## src/sv/pltl_pkg.sv

```systemverilog
// Package with shared types and constants for the peer liveness tracker.
package pltl_pkg;

  localparam int MaxPeers = 12;
  localparam int SlotW = 4;
  localparam int AliveW = 5;

  localparam logic [15:0] TimeoutReset = 16'd2000;
  localparam logic [15:0] DupWindowReset = 16'd1000;

  localparam logic [0:0] CfgTimeout = 1'b0;
  localparam logic [0:0] CfgDupWindow = 1'b1;

  localparam logic ActPacket = 1'b0;
  localparam logic ActScan = 1'b1;

  localparam logic [2:0] EvAccepted = 3'd0;
  localparam logic [2:0] EvDuplicate = 3'd1;
  localparam logic [2:0] EvFull = 3'd2;
  localparam logic [2:0] EvLost = 3'd3;
  localparam logic [2:0] EvScanDone = 3'd4;

  localparam logic [1:0] ContactNone = 2'd0;
  localparam logic [1:0] ContactFound = 2'd1;
  localparam logic [1:0] ContactRejoin = 2'd2;

  typedef struct packed {
    logic        action;
    logic [7:0]  peer_id;
    logic [15:0] seq_num;
    logic [31:0] sender_time_ms;
    logic [31:0] now_ms;
  } item_t;

  typedef struct packed {
    logic [2:0]  event_res;
    logic [1:0]  contact;
    logic        reboot_seen;
    logic [3:0]  slot;
    logic [7:0]  peer_tag;
    logic [31:0] received_count;
    logic [31:0] expected_count;
    logic [31:0] duplicate_count;
    logic [4:0]  alive_total;
    logic        last;
  } result_t;

  // Per-slot record held in the table.
  typedef struct packed {
    logic [7:0]  peer;
    logic [31:0] rx;
    logic [31:0] ex;
    logic [31:0] dup;
    logic [15:0] seq;
    logic [31:0] stime;
    logic [31:0] heard;
  } entry_t;

endpackage

```

## src/sv/pltl_table.sv

```systemverilog
// Slot table: used and alive flags in flip-flops, records in a register array.
module pltl_table (
  input  logic                             clk,
  input  logic                             rst,
  input  logic [pltl_pkg::SlotW-1:0]       rd_slot,
  output pltl_pkg::entry_t                 rd_entry,
  output logic                             rd_used,
  output logic                             rd_alive,
  input  logic                             wr_en,
  input  logic [pltl_pkg::SlotW-1:0]       wr_slot,
  input  pltl_pkg::entry_t                 wr_entry,
  input  logic                             wr_alive,
  output logic [pltl_pkg::AliveW-1:0]      alive_count
);

  pltl_pkg::entry_t entries [pltl_pkg::MaxPeers];
  logic [pltl_pkg::MaxPeers-1:0] used;
  logic [pltl_pkg::MaxPeers-1:0] alive;
  logic [pltl_pkg::SlotW-1:0] rd_idx;

  // Slot indices beyond the table read as an unused slot.
  assign rd_idx = (32'(rd_slot) < pltl_pkg::MaxPeers) ? rd_slot : '0;
  assign rd_entry = entries[rd_idx];
  assign rd_used = (32'(rd_slot) < pltl_pkg::MaxPeers) && used[rd_idx];
  assign rd_alive = rd_used && alive[rd_idx];

  always_ff @(posedge clk) begin
    if (rst) begin
      used <= '0;
      alive <= '0;
    end else if (wr_en) begin
      used[wr_slot] <= 1'b1;
      alive[wr_slot] <= wr_alive;
    end
  end

  always_ff @(posedge clk) begin
    if (wr_en) begin
      entries[wr_slot] <= wr_entry;
    end
  end

  always_comb begin
    alive_count = '0;
    for (int i = 0; i < pltl_pkg::MaxPeers; i++) begin
      alive_count = alive_count + pltl_pkg::AliveW'(used[i] & alive[i]);
    end
  end

endmodule

```

## src/sv/peer_table_loss_liveness_tracker_top.sv

```systemverilog
// Top level of the peer liveness tracker: sequencer walking the slot table.
// A packet keeps busy high while it searches the slots for the id match (up to 12),
// then the slots for a free one (up to 12 more), and through one update step; a
// packet that finds the table full ends after the free search with no update. A
// scan keeps busy high while it walks every slot and through one closing step that
// reports the alive count. Every result is registered and appears in the cycle
// after the step that produced it, so the final result of an item is on the ports
// in the first cycle after busy falls. The slot walk goes through one table read port.
// Results appear for exactly one cycle with strobe high and cannot be stalled by
// the receiver.
module peer_table_loss_liveness_tracker_top (
  input  logic                clk,
  input  logic                rst,
  input  logic                start,
  output logic                busy,
  input  pltl_pkg::item_t     item,
  input  logic                cfg_we,
  input  logic [0:0]          cfg_index,
  input  logic [15:0]         cfg_data,
  output logic                strobe,
  output pltl_pkg::result_t   result
);

  typedef enum logic [5:0] {
    S_IDLE   = 6'b000001,
    S_FIND   = 6'b000010,
    S_FREE   = 6'b000100,
    S_UPDATE = 6'b001000,
    S_SCAN   = 6'b010000,
    S_DONE   = 6'b100000
  } state_t;

  state_t state;
  pltl_pkg::item_t cur;
  logic [pltl_pkg::SlotW-1:0] idx;
  logic new_slot;
  logic [15:0] timeout_ms;
  logic [15:0] dup_window;

  pltl_pkg::entry_t rd_entry, wr_entry, upd;
  logic rd_used, rd_alive, wr_en, wr_alive;
  logic [pltl_pkg::SlotW-1:0] wr_slot;
  logic [pltl_pkg::AliveW-1:0] alive_count;
  logic last_slot;
  logic strobe_next;
  pltl_pkg::result_t result_next;

  pltl_table u_table (
    .clk(clk), .rst(rst),
    .rd_slot(idx), .rd_entry(rd_entry), .rd_used(rd_used), .rd_alive(rd_alive),
    .wr_en(wr_en), .wr_slot(wr_slot), .wr_entry(wr_entry), .wr_alive(wr_alive),
    .alive_count(alive_count)
  );

  assign busy = (state != S_IDLE);
  assign last_slot = (32'(idx) == pltl_pkg::MaxPeers - 1);

  always_ff @(posedge clk) begin
    if (rst) begin
      timeout_ms <= pltl_pkg::TimeoutReset;
      dup_window <= pltl_pkg::DupWindowReset;
    end else if (cfg_we) begin
      case (cfg_index)
        pltl_pkg::CfgTimeout:   timeout_ms <= cfg_data;
        pltl_pkg::CfgDupWindow: dup_window <= cfg_data;
        default: ;
      endcase
    end
  end

  // Packet update datapath working on the selected slot.
  logic [31:0] rx0, ex0, dup0;
  logic [15:0] delta;
  logic reboot, is_dup;
  pltl_pkg::entry_t base;

  always_comb begin
    base = rd_entry;
    if (new_slot) begin
      base = '0;
      base.peer = cur.peer_id;
    end
    reboot = (base.rx != 32'd0) && (cur.sender_time_ms < base.stime);
    rx0 = reboot ? 32'd0 : base.rx;
    ex0 = reboot ? 32'd0 : base.ex;
    dup0 = reboot ? 32'd0 : base.dup;
    delta = cur.seq_num - base.seq;
    is_dup = 1'b0;
    upd = base;
    upd.stime = cur.sender_time_ms;
    upd.heard = cur.now_ms;
    upd.dup = dup0;
    if (rx0 == 32'd0) begin
      upd.rx = 32'd1;
      upd.ex = 32'd1;
      upd.seq = cur.seq_num;
    end else if (delta == 16'd0 || delta > dup_window) begin
      is_dup = 1'b1;
      upd.rx = rx0;
      upd.ex = ex0;
      upd.dup = dup0 + 32'd1;
    end else begin
      upd.rx = rx0 + 32'd1;
      upd.ex = ex0 + 32'(delta);
      upd.seq = cur.seq_num;
    end
  end

  logic lost;
  assign lost = rd_alive && ((cur.now_ms - rd_entry.heard) > 32'(timeout_ms));

  always_comb begin
    wr_en = 1'b0;
    wr_slot = idx;
    wr_entry = upd;
    wr_alive = 1'b1;
    if (state == S_UPDATE) begin
      wr_en = 1'b1;
    end else if (state == S_SCAN && lost) begin
      wr_en = 1'b1;
      wr_entry = rd_entry;
      wr_alive = 1'b0;
    end
  end

  // The lost result reports the alive count after this slot is cleared.
  always_comb begin
    strobe_next = 1'b0;
    result_next = '0;
    case (state)
      S_FREE: begin
        if (rd_used && last_slot) begin
          strobe_next = 1'b1;
          result_next.event_res = pltl_pkg::EvFull;
          result_next.peer_tag = cur.peer_id;
          result_next.alive_total = alive_count;
          result_next.last = 1'b1;
        end
      end
      S_UPDATE: begin
        strobe_next = 1'b1;
        result_next.event_res = is_dup ? pltl_pkg::EvDuplicate : pltl_pkg::EvAccepted;
        if (!rd_alive || new_slot) begin
          result_next.contact = (upd.rx <= 32'd1) ? pltl_pkg::ContactFound
                                                  : pltl_pkg::ContactRejoin;
        end else begin
          result_next.contact = pltl_pkg::ContactNone;
        end
        result_next.reboot_seen = reboot;
        result_next.slot = idx;
        result_next.peer_tag = upd.peer;
        result_next.received_count = upd.rx;
        result_next.expected_count = upd.ex;
        result_next.duplicate_count = upd.dup;
        result_next.alive_total = alive_count
                                + pltl_pkg::AliveW'(!rd_alive || new_slot);
        result_next.last = 1'b1;
      end
      S_SCAN: begin
        if (lost) begin
          strobe_next = 1'b1;
          result_next.event_res = pltl_pkg::EvLost;
          result_next.slot = idx;
          result_next.peer_tag = rd_entry.peer;
          result_next.received_count = rd_entry.rx;
          result_next.expected_count = rd_entry.ex;
          result_next.duplicate_count = rd_entry.dup;
          result_next.alive_total = alive_count - 1'b1;
        end
      end
      S_DONE: begin
        strobe_next = 1'b1;
        result_next.event_res = pltl_pkg::EvScanDone;
        result_next.alive_total = alive_count;
        result_next.last = 1'b1;
      end
      default: ;
    endcase
  end

  always_ff @(posedge clk) begin
    if (rst) begin
      state <= S_IDLE;
      strobe <= 1'b0;
      idx <= '0;
      new_slot <= 1'b0;
    end else begin
      strobe <= strobe_next;
      result <= result_next;
      case (state)
        S_IDLE: begin
          if (start) begin
            cur <= item;
            idx <= '0;
            new_slot <= 1'b0;
            state <= (item.action == pltl_pkg::ActScan) ? S_SCAN : S_FIND;
          end
        end
        S_FIND: begin
          if (rd_used && rd_entry.peer == cur.peer_id) begin
            state <= S_UPDATE;
          end else if (last_slot) begin
            idx <= '0;
            state <= S_FREE;
          end else begin
            idx <= idx + 1'b1;
          end
        end
        S_FREE: begin
          if (!rd_used) begin
            new_slot <= 1'b1;
            state <= S_UPDATE;
          end else if (last_slot) begin
            state <= S_IDLE;
          end else begin
            idx <= idx + 1'b1;
          end
        end
        S_UPDATE: begin
          state <= S_IDLE;
        end
        S_SCAN: begin
          if (last_slot) begin
            state <= S_DONE;
          end else begin
            idx <= idx + 1'b1;
          end
        end
        S_DONE: begin
          state <= S_IDLE;
        end
        default: state <= S_IDLE;
      endcase
    end
  end

endmodule
```

## config.mk

```make
export PLATFORM = sky130hd
export DESIGN_NAME = peer_table_loss_liveness_tracker_top
export DESIGN_NICKNAME = d
export VERILOG_FILES = /design/src/sv/pltl_pkg.sv /design/src/sv/pltl_table.sv /design/src/sv/peer_table_loss_liveness_tracker_top.sv
export SDC_FILE = /design/constraint.sdc
export NUM_CORES = 2
export LEC_CHECK = 0
export BUFFER_PORTS_ARGS = -buffer_cell sky130_fd_sc_hd__buf_2
export CAP_MARGIN = 25
export CORE_MARGIN = 2
export CORE_UTILIZATION = 35
export DETAILED_ROUTE_END_ITERATION = 7
export HOLD_SLACK_MARGIN = 0.03
export PLACE_DENSITY = 0.6
export SLEW_MARGIN = 0
export SYNTH_ARGS = -nofsm -noshare
export SYNTH_HDL_FRONTEND = slang
export SYNTH_SLANG_ARGS = --single-unit
```

## constraint.sdc

```tcl
create_clock -name clk -period 18.73 [get_ports clk]
set_input_delay 2.8095 -clock clk [delete_from_list [all_inputs] [get_ports clk]]
set_output_delay 2.8095 -clock clk [all_outputs]
set_load 0.02 [all_outputs]
```

==> impl_metrics.env <==
export IMPL_run_status="completed"
export IMPL_startpoint_type="register"
export IMPL_die_width_um=560
export IMPL_htree_levels=5
export IMPL_cts_resized=0
export IMPL_synth_area_leaders="edfxtp_1, nand2_1, a21oi_1"
export IMPL_hold_path_end="dup_window[12]"
export IMPL_vias=74378
export IMPL_p_leak_nw=40.8
export IMPL_postCtsHoldBufs=0
export IMPL_yosys_warnings=0
export IMPL_async_flop_share=0
export IMPL_hp_class="register to register"
export IMPL_synth_seq_area_share=0.684
export IMPL_yosysUniqueCellTypes=106
export IMPL_tns_ns=0
export IMPL_slowest_delay_ns=0.89
export IMPL_r2r_end="u_table.entries[3][133]"
export IMPL_drc=0
export IMPL_synth_area_per_cell_um2=13.1
export IMPL_area_growth_pct=13.6
export IMPL_final_max_slew_viol_count=0
export IMPL_synthesis_area_um2=108000
export IMPL_grt_max_degree=135
export IMPL_row_count=203
export IMPL_cts_root_buf="clkbuf_16"
export IMPL_setup_viol_count_final=0
export IMPL_detail_route_antenna_nets=0
export IMPL_max_freq_ghz=0.0835
export IMPL_cts_setup_buffers=0
export IMPL_max_slew_margin_rel=0.176
export IMPL_dieArea_um2=313000
export IMPL_synth_area_leader_cell="edfxtp_1"
export IMPL_ys_flop_type="edfxtp_1"
export IMPL_hp_start="dup_window[12]"
export IMPL_reg2reg_from="idx[2]"
export IMPL_path_clk_slew_ns=0.06
export IMPL_grt_remaining_overflow=0
export IMPL_whs_path_depth=2
export IMPL_drt_iter0_drc=9652
export IMPL_wirelength_um=346000
export IMPL_synth_seq_cells=2484
export IMPL_rsz0062_at_grt="no"
export IMPL_slowest_stage="o21ai_0"
export IMPL_crit_top_cell="buf_4"
export IMPL_dp_hpwl_um=197000
export IMPL_grt_usage=0.212
export IMPL_critPathRequiredTime_ns=19.23
export IMPL_top_level_ports=232
export IMPL_rrSetupSlack_ns=6.76
export IMPL_hold_viol_final=0
export IMPL_critPathKind="register to register"
export IMPL_antenna_found_initial=22
export IMPL_dp_cells=12165
export IMPL_maxCapViolCount=0
export IMPL_cts_tree="built"
export IMPL_arrival_ns=12.47
export IMPL_worstMarginPinSlew_ns=1.22
export IMPL_syn_inst=8221
export IMPL_clk_path_buf_depth=4
export IMPL_fin_skew_ns=0.0458
export IMPL_start_util=0.352
export IMPL_clkSinkCount=2484
export IMPL_fin_crit_ns=11.97
export IMPL_viasPerCell=5.86
export IMPL_drive_above_1_share=0.120
export IMPL_drtPass1Iterations=7
export IMPL_gp_congestion=0.911
export IMPL_syn_num_nets=8480
export IMPL_synth_top_area_share=0.672
export IMPL_r2r_cells=35
export IMPL_grt_pass1_wl_um=496000
export IMPL_nNetsFinal=8644
export IMPL_cp_end_kind="register"
export IMPL_fin_cells=12694
export IMPL_core_um2=307000
export IMPL_synth_edff_count=2416
export IMPL_clkLatencyLatePin_ns=0.87
export IMPL_vdd_drop_max_mv=0.0854
export IMPL_port_buffers=231
export IMPL_grt_pass1_vias=71567
export IMPL_power_density_nw_per_um2=114
export IMPL_wire_per_inst_um=27.3
export IMPL_cts_made_buffers=272
export IMPL_crit_path_max_fanout=83
export IMPL_period_share=0.639
export IMPL_die_height_um=560
-- power by group --
part	switching [mW]	internal [mW]
Sequential	0.0367	6.40
Clock	2.22	3.05
Combinational	1.57	0.656
-- critical path, delay by kind of cell (launching register included) --
| kind | cells | cell delay, ns |
|---|---|---|
| fa+ha+maj | 2 | 0.63 |
| simple gates | 7 | 1.31 |
| compound gates | 20 | 5.63 |
| flops | 1 | 0.82 |
| buf+inv | 6 | 3.08 |
-- synth_stat cells (39+ instances only) --
cell / n
edfxtp_1: 2416
nand2_1: 1421
a21oi_1: 480
clkbuf_1: 351
o22ai_1: 308
nor2_1: 287
a211oi_1: 271
a311oi_1: 255
o21ai_0: 226
a31oi_1: 171
nor2b_1: 154
ha_1: 139
nand3_1: 124
mux2i_1: 118
buf_2: 114
inv_1: 110
a21o_1: 97
nor3_1: 93
buf_1: 78
dfxtp_1: 68
mux4_2: 51
and2_1: 50
xnor2_1: 50
o211ai_1: 48
nand2b_1: 46
mux2_2: 39
-- worst max-delay path by stage --
| stage | start | end | slack [ns] | cells past startpoint |
|---|---|---|---|---|
| after floorplan | idx[0] | u_table.entries[0][0] | 2.16 | 43 |
| after global placement | idx[2] | u_table.entries[0][130] | 7.03 | 36 |
| after detailed placement | idx[2] | u_table.entries[8][134] | 6.87 | 35 |
| after CTS | idx[2] | u_table.entries[2][134] | 6.80 | 35 |
| after global routing | idx[2] | u_table.entries[3][133] | 5.96 | 35 |
| final | idx[2] | u_table.entries[3][133] | 6.76 | 35 |
-- metrics by stage --
stage               utilization  cell area [um2]  hold WS (ns)  total power [mW]  setup slack [ns]
global placement          0.371           114000         0.449              8.67              7.03
CTS                       0.399           122000         0.459              14.0              6.80
detailed placement        0.371           114000         0.451              8.72              6.87
global route              0.400           123000         0.486              14.4              5.96
floorplan                     -           108000         0.431              7.99              2.16
finish                    0.400           123000         0.456              13.9              6.76
-- routing by layer --
| layer | wire length [um] | global-route usage | share of wire |
|---|---|---|---|
| met5 | 88 | 0 | 0.00025 |
| met4 | 14300 | 0.0824 | 0.041 |
| met3 | 34700 | 0.0421 | 0.10 |
| met2 | 158000 | 0.334 | 0.46 |
| met1 | 139000 | 0.289 | 0.40 |
-- sequential cells by signal (all words and copies together) (netlist names) --
register and cells:
result 120, dup_window 16, new_slot 1, u_table.alive 12, state 6, strobe 1, timeout_ms 16, u_table.used 12
u_table.entries 2208, idx 4, cur 88
-- logic make-up (layout without fill, tap and decap cells) --
group	after synthesis	in the layout	synth area share
muxes	214	214	0.0268
AOI/OAI and AO/OA	2185	2185	0.137
xor gates and xnor gates	84	84	0.00681
buffers and inverters	688	1058	0.0268
other	0	3	0
and+or+nand+nor	2417	2417	0.100
DFF	2484	2484	0.684
adders and majority gates	149	149	0.0180
-- placed cells by master, fill, tap and decap left out, types with 157 or more instances in the layout --
cell type	Yosys	final
a311oi_1	255	255
nand2_1	1421	1418
a211oi_1	271	270
a31oi_1	171	171
buf_2	114	262
o21ai_0	226	226
clkbuf_16	0	278
edfxtp_1	2416	2416
a21oi_1	480	480
buf_4	17	157
nor2_1	287	269
o22ai_1	308	308
-- area by class of cell --
cell class / instances / area [um2]
fillers: 28253 / 184000
flip-flops and latches: 2484 / 73900
multi-input cells: 5049 / 31400
clock buffers: 337 / 7190
well taps: 4100 / 5130
repair buffers: 464 / 3120
clock inverters: 143 / 1430
inverters: 114 / 440
diodes: 3 / 7.51
(Power assumes the default switching activity.)
